[config.mk]
export PLATFORM = sky130hd
export DESIGN_NAME = cem_day_div
export DESIGN_NICKNAME = d
export VERILOG_FILES = /design/src/cem_pkg.sv /design/src/cem_day_div.sv
export SDC_FILE = /design/constraint.sdc
export NUM_CORES = 1
export LEC_CHECK = 0
export BUFFER_PORTS_ARGS = -buffer_cell sky130_fd_sc_hd__buf_2
export CORE_MARGIN = 5
export CORE_UTILIZATION = 50
export DETAILED_ROUTE_END_ITERATION = 10
export PLACE_DENSITY = 0.67
export SLEW_MARGIN = 30
export SYNTH_ARGS = -nofsm -noshare
export SYNTH_HDL_FRONTEND = slang
export SYNTH_SLANG_ARGS = --single-unit
[constraint.sdc]
create_clock -name clk -period 19.9 [get_ports clk]
set_input_delay 1.99 -clock clk [delete_from_list [all_inputs] [get_ports clk]]
set_output_delay 1.99 -clock clk [all_outputs]
set_load 0.01 [all_outputs]
[src/cem_pkg.sv]
// Shared types and constants for the calendar / epoch millisecond converter.
// Used by cem_day_div and calendar_epoch_ms_converter_core; depends on nothing.
package cem_pkg;

  localparam int unsigned MS_PER_DAY  = 86400000;
  localparam int unsigned MS_PER_HOUR = 3600000;
  localparam int unsigned MS_PER_MIN  = 60000;
  localparam int unsigned MS_PER_SEC  = 1000;
  localparam int unsigned DAYS_PER_ERA = 146097;
  localparam int unsigned CIVIL_SHIFT  = 719468;

  // Day divider: the dividend spans the whole year range in ms, the quotient in days.
  localparam int DIV_QW = 20;
  localparam int DIV_RW = 27;
  localparam int DIV_XW = DIV_QW + DIV_RW;

  typedef struct packed {
    logic        mode;
    logic [42:0] ms0;
  } side_t;

  function automatic logic [8:0] days_before_month(input logic [3:0] idx);
    logic [8:0] d;
    unique case (idx)
      4'd0:    d = 9'd0;
      4'd1:    d = 9'd31;
      4'd2:    d = 9'd59;
      4'd3:    d = 9'd90;
      4'd4:    d = 9'd120;
      4'd5:    d = 9'd151;
      4'd6:    d = 9'd181;
      4'd7:    d = 9'd212;
      4'd8:    d = 9'd243;
      4'd9:    d = 9'd273;
      4'd10:   d = 9'd304;
      4'd11:   d = 9'd334;
      default: d = 9'd0;
    endcase
    return d;
  endfunction

  // Days from 1970-01-01 to January 1st of year y (y at least 1601).
  function automatic longint days_to_jan1(input longint y);
    return 365 * (y - 1970) + (y - 1) / 4 - (y - 1) / 100 + (y - 1) / 400 - 477;
  endfunction

endpackage

[src/cem_day_div.sv]
// Pipelined split of a non-negative ms count into days and ms of day by reciprocal
// multiplication: an estimate, its remainder and one correction. Depends on cem_pkg.
module cem_day_div (
  input  logic                          clk,
  input  logic                          rst_n,
  input  logic                          adv,
  input  logic                          in_v,
  input  logic [cem_pkg::DIV_XW-1:0]    x,
  input  cem_pkg::side_t                side_in,
  output logic                          out_v,
  output logic [cem_pkg::DIV_QW-1:0]    q,
  output logic [cem_pkg::DIV_RW-1:0]    r,
  output cem_pkg::side_t                side_out
);

  localparam int QW  = cem_pkg::DIV_QW;
  localparam int RW  = cem_pkg::DIV_RW;
  localparam int R0W = RW + 1;

  // A day is 2^10 * 84375 ms, so the low ten bits never reach the quotient. The estimate
  // uses the top 25 bits of the dividend and is at most one below the true quotient.
  localparam int unsigned ODD_D = cem_pkg::MS_PER_DAY >> 10;
  localparam logic [25:0] REC_M = 26'((64'd1 << 42) / ODD_D);
  localparam logic [R0W-1:0] D_R0 = R0W'(cem_pkg::MS_PER_DAY);

  logic [2:0]     v_r;
  logic [50:0]    est_p;
  logic [QW-1:0]  qe1_r, qe2_r, q3_r;
  logic [R0W-1:0] x1_r, qd, r0_nxt, r2_r;
  logic [RW-1:0]  r3_r;
  cem_pkg::side_t side1_r, side2_r, side3_r;

  always_comb begin
    est_p  = 51'(x[cem_pkg::DIV_XW-1:22]) * 51'(REC_M);
    // The remainder of the estimate is below two days, so its low bits are enough.
    qd     = R0W'(qe1_r) * D_R0;
    r0_nxt = x1_r - qd;
  end

  always_ff @(posedge clk) begin
    if (!rst_n) begin
      v_r <= '0;
    end else if (adv) begin
      v_r <= {v_r[1:0], in_v};
    end
  end

  always_ff @(posedge clk) begin
    if (adv) begin
      qe1_r   <= est_p[30 +: QW];
      x1_r    <= x[R0W-1:0];
      side1_r <= side_in;

      qe2_r   <= qe1_r;
      r2_r    <= r0_nxt;
      side2_r <= side1_r;

      if (r2_r >= D_R0) begin
        q3_r <= qe2_r + QW'(1);
        r3_r <= RW'(r2_r - D_R0);
      end else begin
        q3_r <= qe2_r;
        r3_r <= r2_r[RW-1:0];
      end
      side3_r <= side2_r;
    end
  end

  assign out_v    = v_r[2];
  assign q        = q3_r;
  assign r        = r3_r;
  assign side_out = side3_r;

endmodule

# Yosys cells after proc, flatten, opt, wreduce, memory -nomap -nowiden
# Cells that the tools add are included.
# totals
register_bits	278
inputBits	95
output_inout_bits	92
# classes
add_sub_neg	3
multipliers	2
magnitude_cmp	1
n_mux	2
# op_table
cell	n
multiplier 25 x 26 -> 50 bit, second input constant	1
greater-or-equal comparator 28 x 27 -> 1 bit, second input constant	1
subtractor 28 bit	1
two-way mux 27 bit	1
subtractor 27 bit, second input constant	1
adder 20 x 1 -> 20 bit, second input constant	1
multiplier 20 x 17 -> 18 bit, second input constant	1
two-way mux 20 bit	1

# Depth between registers and ports, before layout
# Gate-level depths: netlist (run 1).
# logic_depth
ltp_word	2
ltp_mapped	24
ltp_nobuf	24

# Worst setup path before layout (run 1)
# OpenSTA, ideal clock, no wires.
# synth_timing
kind	input to register
from	input x[26] (netlist name)
to	register qe1_r[19], data pin
setup_ps	265
arrival_ps	7401
t_required_ps	19635
slack_ps	12233
stages	20
cell_sequence	ha_1 > inv_1 > fa_1 > fa_1 > fa_1 > inv_1 > fa_1 > fa_1 > inv_1 > fa_1 > inv_1 > ha_1 > nand4_2 > nor3_2 > nand2_1 > a211oi_2 > o31ai_4 > o311a_4 > a211oi_1 > a211oi_2
# synth_via
elab_chain_cells	1
# synth_rtl
item	line_no	source
start: declaration	cem_day_div.sv:8	input logic [cem_pkg::DIV_XW-1:0] x,
multiplier 25 x 26 -> 50 bit	cem_day_div.sv:34	est_p = 51'(x[cem_pkg::DIV_XW-1:22]) * 51'(REC_M);
via est_p[49]	cem_day_div.sv:27	logic [50:0] est_p;
end signal: assignment	cem_day_div.sv:50	qe1_r <= est_p[30 +: QW];
end: declaration	cem_day_div.sv:28	logic [QW-1:0] qe1_r, qe2_r, q3_r;
# The timed path passes the listed nets, and every way through them passes these cells.
# A chain may end at the register's enable or synchronous reset.

# Worst setup path after layout (run 1)
# layout_timing
from	input x[29] (netlist name)
to	register qe1_r[19], data pin
# Same word-level chain as after synthesis.

==> metrics.md, run 1 <==
| Metric | Value |
|---|---|
| Resized cells post-CTS | 0 |
| Clock Tree Buf Depth | 3 |
| CP max FO | 7 |
| CP endpoint | qe1_r[19] |
| Outcome | completed |
| I/O pin cnt | 187 |
| EDFF count, synth | ~280 |
| Share of layout cells above drive strength 1 | 0.119 |
| Max cap viols | 0 |
| DR WL/cell | 18.2 um |
| Tot GR Track Use | 0.196 |
| CTS Hold Buffers Added | 0 |
| Crit path from | x[29] |
| Filler instances | ~3800 |
| Seq/Total Area, Yosys | 0.359 |
| # DRC | 0 |
| Inserted Clock Buffers | 27 |
| Commonest cells after routing, fill and taps aside | inv_1 (486), ha_1 (341), fa_1 (300) |
| Clk slew on worst S/H paths | around 60 ps |
| Min cycle time layout | 7870 ps |
| Critical Path AT | 8160 ps |
| Vias in the first global route | between 10000 and 15000 |
| Post-layout nets | around 2800 |
| Largest net degree at the start of global routing | 122 |
| Met2 Use GR | 0.348 |
| Crit path required time | 20190 ps |
| Worst hold slack | approximately 410 ps |
| Unrepaired setup endpoints after global routing | no |
| Worst rel slew slack | 0.369 |
| Synth Register Bits | approximately 280 |
| GRT overflow | 0 |
| Reg-to-Reg Start | qe1_r[2] |
| Die area | 50700 um2 |
| Antenna-violating nets left | 0 |
| Post-synth top area cell | edfxtp_1 |
| Port Buffers | 186 |
| Fmax achieved | 0.127 GHz |
| GR peak layer | met2 |
| Layout Area Growth over Synthesis | 11.3% |
| # diodes | 0 |
| Initial antenna violation count | 0 |
| FF-to-FF path depth | 22 |
| CP Launch Type | primary input |
| Post-Layout Cell Count | 2654 |
| Max Slew Vio Count | 0 |
| Hold crit path type | flop to flop |
| Later-pin clock latency in the skew report | 550 ps |
| CP Class | primary input to flop |
| Worst r2r dst | r2_r[27] |
| Synth top area cells | edfxtp_1 (36%), fa_1 (26%), ha_1 (18%) |
| Synth Flop Type | edfxtp_1 |
| Mapped Area | about 23000 um2 |
| Synth unique cells | 55 |
| DPL Wire Length | 40900 um |
| Vias per cell | about 5.0 |
| Multi-input gate area | roughly 13000 um2 |
| Endpoint type of the worst setup path | flop |
| Most common cell after layout, fill and taps aside | inv_1 |
| CTS Sinks | between 200 and 300 |
| Vias post-DR | 13200 |
| Final hold vios | 0 |
| Register-to-register setup slack | between 10000 and 15000 ps |
| Final setup viols | 0 |
| M3 GR Usage | 0.0193 |
| Htree depth | 1 |
| First-pass GRT wire length | 77900 um |
| FF+latch area | approximately 8300 um2 |
| Post-route clock period utilization | 0.395 |
| Syn_area_per_cell | around 13 um2 |
| Die width | 225 um |
| Final wirelength | 48300 um |
| Syn_nets | between 2000 and 3000 |
| Slew @ Worst Pin | 947 ps |
| TNS Setup | 0 ps |
| Dpl cell area | 24800 um2 |
| # rows | 78 |
| Initial Utilization | 0.508 |
| Asr flop ratio synth | 0 |
| Die Y | between 200 and 250 um |
| Synth warnings | 0 |
| Detailed router's first-iteration violation count | 685 |
| Initial DRT Pass Iterations | 5 |
| Post-route cell area | 25800 um2 |
| CTS tree | done |
| Clock root buffer | clkbuf_16 |
| Met1 usage | 0.267 |
| Synth Instances | 1823 |
| DP Cell Count | 2607 |
| Clock Skew | roughly 15 ps |
| Core area | 45600 um2 |
| Top cell type's share of synthesized area | 0.357 |
| Gp weighted congestion | 0.912 |
| Post CTS Setup Buffer Count | 0 |
## cells by family after synthesis
group                      synth area share
DFF                                   0.359
xor gates and xnor gates             0.0378
buffers and inverters                0.0798
muxes                               0.00173
and+or+nand+nor                      0.0362
adders and majority gates             0.444
AOI/OAI and AO/OA                    0.0417
## flip-flops by register name (all words and copies together) (netlist names)
| register | cells |
|---|---|
| side2_r | 44 |
| r | 27 |
| v_r | 3 |
| side1_r | 44 |
| qe1_r | 20 |
| r2_r | 28 |
| side_out | 44 |
| qe2_r | 20 |
| x1_r | 28 |
| q | 20 |
## worst max-delay path, cell delays in order
cell and delay (ps):
buf_2 180, ha_1 490, inv_1 150, fa_1 520, inv_1 50, fa_1 470
inv_1 60, fa_1 490, inv_1 60, fa_1 490, fa_1 500, inv_1 50
fa_1 470, inv_1 40, ha_1 340, nand4_2 170, nor3_2 270, nand2_1 100
a211oi_2 320, o31ai_4 180, o311a_4 400, a211oi_1 300, a211oi_2 60
## final cells by class
cell class,instances,area share
Timing Repair Buffer,188,0.0373
Multi-Input combinational cell,1055,0.504
Clock buffer,31,0.0268
Inverter,486,0.0708
Tap cell,600,0.0291
Sequential cell,278,0.323
Clock inverter,16,0.00889
## Yosys cell counts (16+ instances only)
master / number
nand2_1: 44
a21o_1: 23
nor3_1: 16
a21oi_1: 41
xor2_1: 37
nand3_1: 20
o21ai_0: 19
fa_1: 300
edfxtp_1: 275
ha_1: 341
xnor2_1: 63
nor2_1: 40
inv_1: 486
## routing by layer
layer,part of all wire,wire (um)
met3,0.040,1930
met1,0.43,20900
met5,0,0
met4,0.019,895
met2,0.51,24600
## how the worst min path moves through the flow
stage                startpoint  slack (ps)            to  cells past startpoint
floorplan             qe1_r[18]         400     qe2_r[18]                      0
CTS                 side1_r[38]         420   side2_r[38]                      0
global route        side2_r[21]         420  side_out[21]                      0
detailed placement      x1_r[4]         400       r2_r[4]                      0
finish              side1_r[38]         410   side2_r[38]                      0
global placement    side2_r[24]         400  side_out[24]                      0
## stage by stage
step,setup slack (ps),utilization
floorplan,12230,-
global placement,11600,0.545
detailed placement,11480,0.545
CTS,12050,0.565
global route,11700,0.565
finish,12030,0.565
Power of run 1 is left out: the tool's default activity adds up to more than one toggle a clock period on the data nets, which glitch-free logic cannot reach.
==> inputs of run 2 (changes only) <==
- clock period: 19.9 -> 7.4 ns (I/O delays scaled with it)
==> run 2 against run 1 <==
  * First-iteration DRC count increased by 4.4%
  * Worst setup slack got worse by 11000 ps
  * Sequential share of layout area decreased by 0.097 points
  * Clock skew increased by 2.3 ps
  * Highest routed layer unchanged
==> metrics.md, run 2 (synthesis results as in run 1) <==
| Metric | Value |
|---|---|
| Endpoint type of the worst setup path | flop |
| Outcome | completed |
| CTS Sinks | about 280 |
| Register-to-register setup slack | 1430 ps |
| I/O pin cnt | 187 |
| Gp weighted congestion | around 0.9 |
| Vias post-DR | ~13000 |
| CP max FO | 9 |
| Fmax achieved | about 0.15 GHz |
| # rows | 78 |
| Hold crit path type | primary input to flop |
| Unrepaired setup endpoints after global routing | no |
| Vias per cell | 5.02 |
| Initial antenna violation count | 0 |
| Post-layout nets | 2781 |
| Largest net degree at the start of global routing | 198 |
| Clock Tree Buf Depth | 3 |
| Min cycle time layout | 6520 ps |
| Layout Area Growth over Synthesis | 11.6% |
| Inserted Clock Buffers | 27 |
| DR WL/cell | 18.4 um |
| Vias in the first global route | 14500 |
| Critical Path AT | ~6800 ps |
| Clock Skew | 17.0 ps |
| Reg-to-Reg Start | qe1_r[0] |
| Resized cells post-CTS | 0 |
| Worst rel slew slack | 0.452 |
| Initial Utilization | 0.508 |
| Hold path startpoint | x[9] |
| Share of layout cells above drive strength 1 | 0.124 |
| Port Buffers | about 190 |
| CP peak stage delay | 530 ps |
| CP Class | primary input to flop |
| # diodes | 0 |
| Detailed router's first-iteration violation count | 715 |
| Max cap viols | 0 |
| Max Slew Vio Count | 0 |
| Core area | 45600 um2 |
| Most common cell after layout, fill and taps aside | inv_1 |
| CTS tree | done |
| Commonest cells after routing, fill and taps aside | inv_1 (486), ha_1 (341), fa_1 (300) |
| Final wirelength | 48900 um |
| Die width | 225 um |
| Htree depth | 1 |
| Die Y | around 230 um |
| Worst r2r dst | r2_r[27] |
| TNS Setup | 0 ps |
| Cell at the slowest stage of the critical path | fa_1 |
| # DRC | 0 |
| CTS Hold Buffers Added | 0 |
| Tot GR Track Use | 0.197 |
| Hold EP | x1_r[9] |
| Clock root buffer | clkbuf_16 |
| Final hold vios | 0 |
| Initial DRT Pass Iterations | 5 |
| Post-route clock period utilization | 0.880 |
| FF-to-FF path depth | 22 |
| Worst hold path depth | 1 |
| Crit path required time | 7690 ps |
| Post CTS Setup Buffer Count | 0 |
| First-pass GRT wire length | 77900 um |
| DPL Wire Length | 41400 um |
| Worst-path cell chain | buf_2 -> inv_1 -> ha_1 -> inv_1 -> fa_1 -> inv_1 -> fa_1 -> inv_1 -> fa_1 -> inv_1 -> fa_1 -> fa_1 -> fa_1 -> inv_1 -> ha_1 -> a2111oi_0 -> o21ai_0 -> o211ai_1 -> nand3_1 -> o31ai_4 -> o311a_4 -> a21o_1 -> a211oi_2 |
| Later-pin clock latency in the skew report | 560 ps |
| Antenna-violating nets left | 0 |
| GRT overflow | 0 |
| Final setup viols | 0 |
| Slew @ Worst Pin | 821 ps |
| CP Launch Type | primary input |
| Die area | 50700 um2 |
| Clk slew on worst S/H paths | 60 ps |
[run 2: final cells by class]
class / instances / area [um2]
Fill cell: 3762 / 19700
Multi-Input combinational cell: 1055 / 13000
Sequential cell: 278 / 8320
Inverter: 486 / 1820
Timing Repair Buffer: 197 / 1060
Clock buffer: 39 / 791
Tap cell: 600 / 751
Clock inverter: 10 / 110
[run 2: critical path: cells and delay by family]
kind	cells	cell delay [ps]
simple gates	1	150
fa+ha+maj	8	3580
buf+inv	7	650
compound gates	7	1650
[run 2: layer usage]
layer  vias to the layer above  track usage  wire length [um]
met5                         -            0                 0
met4                         0       0.0496              1220
met3                        59       0.0214              2110
met2                       291        0.349             24800
met1                      6660        0.263             20800
li1                       6357            -                 -
[run 2: how the worst max path moves through the flow]
| stage | startpoint | to | depth (start not counted) |
|---|---|---|---|
| after floorplan | x[26] | qe1_r[19] | 20 |
| after global placement | x[30] | qe1_r[19] | 24 |
| after detailed placement | x[27] | qe1_r[19] | 23 |
| after CTS | x[27] | qe1_r[17] | 23 |
| after global routing | x[27] | qe1_r[14] | 23 |
| final | x[27] | qe1_r[19] | 23 |
[run 2: through the flow]
step,setup WS [ps],utilization,instance area [um2],std cells,hold slack [ps]
detailed placement,313,0.547,24900,2615,405
global route,565,0.567,25800,2665,332
floorplan,983,-,23200,1823,400
CTS,883,0.566,25800,2664,330
finish,885,0.567,25800,2665,356
global placement,371,0.547,24900,2615,400
Power of run 2 is left out for the same reason.
==> inputs of run 3 (changes only) <==
- CELL_PAD_IN_SITES_DETAIL_PLACEMENT: unset -> 1
- CELL_PAD_IN_SITES_GLOBAL_PLACEMENT: unset -> 1
- PLACE_DENSITY: 0.67 -> 0.8
- clock period: 7.4 -> 8.4 ns (I/O delays scaled with it)
==> run 3 against run 2 <==
  * Final cell count shrank 0.30%
  * Worst setup slack gained 660 ps
  * Die area is the same
  * Non-clock buffer count shrank 8
  * Count of clock-buffer cells in the layout shrank 10
==> metrics.md, run 3 (synthesis results as in run 1) <==
| Metric | Value |
|---|---|
| Outcome | completed |
| # diodes | 0 |
| Gp weighted congestion | roughly 0.94 |
| CTS Sinks | between 200 and 300 |
| Crit path required time | 8700 ps |
| Hold crit path type | flop to flop |
| Htree depth | 1 |
| Post-Layout Cell Count | 2657 |
| Post-layout nets | 2773 |
| CTS tree | done |
| Share of layout cells above drive strength 1 | 0.120 |
| Post CTS Setup Buffer Count | 0 |
| Post-route clock period utilization | 0.816 |
| Max cap viols | 0 |
| Clock root buffer | clkbuf_16 |
| DR WL/cell | 22.7 um |
| Endpoint type of the worst setup path | flop |
| Cell at the slowest stage of the critical path | fa_1 |
| Min cycle time layout | about 6900 ps |
| Worst-path cell chain | buf_2 -> ha_1 -> inv_1 -> fa_1 -> inv_1 -> fa_1 -> inv_1 -> fa_1 -> inv_1 -> fa_1 -> fa_1 -> inv_1 -> fa_1 -> inv_1 -> ha_1 -> nand4_2 -> nor3_2 -> nand2_1 -> a211oi_2 -> o31ai_4 -> o311a_4 -> a211oi_1 -> a211oi_2 |
| # rows | 78 |
| Die Y | about 230 um |
| Die area | 50700 um2 |
| Unrepaired setup endpoints after global routing | no |
| Final hold vios | 0 |
| Most common cell after layout, fill and taps aside | inv_1 |
| I/O pin cnt | about 190 |
| Vias per cell | around 5.2 |
| First-pass GRT wire length | about 94000 um |
| Worst hold path depth | 0 |
| Tot GR Track Use | 0.242 |
| CTS Hold Buffers Added | 0 |
| Fmax achieved | 0.146 GHz |
| Layout Area Growth over Synthesis | 11.2% |
| Antenna-violating nets left | 0 |
| Vias post-DR | between 10000 and 15000 |
| TNS Setup | 0 ps |
| FF-to-FF path depth | 22 |
| DP Cell Count | 2607 |
| Port Buffers | 186 |
| Clk slew on worst S/H paths | roughly 80 ps |
| Largest net degree at the start of global routing | roughly 160 |
| Commonest cells after routing, fill and taps aside | inv_1 (486), ha_1 (341), fa_1 (300) |
| CP Class | primary input to flop |
| # DRC | 0 |
| Initial DRT Pass Iterations | 6 |
| DPL Wire Length | 48300 um |
| Max Slew Vio Count | 0 |
| Final setup viols | 0 |
| Initial Utilization | 0.508 |
| Clock Tree Buf Depth | 3 |
| GRT overflow | 0 |
| CP peak stage delay | 520 ps |
| Final wirelength | 60400 um |
| Clock Skew | 15.7 ps |
| Post-route cell area | about 26000 um2 |
| Worst rel slew slack | 0.374 |
| Slew @ Worst Pin | ~940 ps |
| Core area | between 40000 and 50000 um2 |
| CP Launch Type | primary input |
| Dpl cell area | 24800 um2 |
| Critical Path AT | 7150 ps |
| Die width | about 230 um |
| Later-pin clock latency in the skew report | 570 ps |
| Vias in the first global route | 16300 |
| Inserted Clock Buffers | 27 |
| CP max FO | 7 |
| Detailed router's first-iteration violation count | 586 |
| Resized cells post-CTS | 0 |
| Initial antenna violation count | 0 |
-- run 3: cell types whose count changed in the layout (fill, tap and decap cells not counted) --
cell,change
clkinv_4,+2
clkinvlp_4,-2
buf_12,-1
clkinv_2,+6
clkbuf_1,-3
clkbuf_8,-7
inv_6,-2
buf_4,-7
bufinv_16,+2
clkinv_1,+4
-- run 3: final timing paths --
check,slack [ps],end,start
hold reg to reg,420,r2_r[1],x1_r[1]
setup reg to reg,2150,r2_r[27],qe1_r[2]
hold / removal,420,r2_r[1],x1_r[1]
setup / recovery,1550,qe1_r[19],x[29]
-- run 3: critical path: cells and delay by family --
kind | cells | cell delay [ps]
adders and majority gates | 8 | 3850
and+or+nand+nor | 3 | 550
buffers and inverters | 7 | 600
AOI/OAI and AO/OA | 5 | 1300
-- run 3: metal layers --
layer  vias to the layer above  wire length, um  GRT usage  part of all wire
met5                         -                0          0                 0
met4                         0             2060     0.0748             0.034
met3                       102             2400     0.0293             0.040
met2                       305            32500      0.452              0.54
met1                      7196            23500      0.293              0.39
li1                       6327                -          -                 -
-- run 3: final cells by class --
class	instances	area (um2)
Clock buffer	29	683
Clock inverter	20	200
Fill cell	4707	19800
Inverter	486	1820
Multi-Input combinational cell	1055	13000
Sequential cell	278	8320
Tap cell	600	751
Timing Repair Buffer	189	983
-- run 3: metrics by stage --
stage	util	hold slack [ps]	setup WS, ps
6_report	0.565	416	1550
5_1_grt	0.565	424	1220
4_1_cts	0.564	418	1580
3_5_place_dp	0.545	406	1000
3_3_place_gp	0.545	400	1170
2_1_floorplan	-	400	1880
Power of run 3 is left out for the same reason.
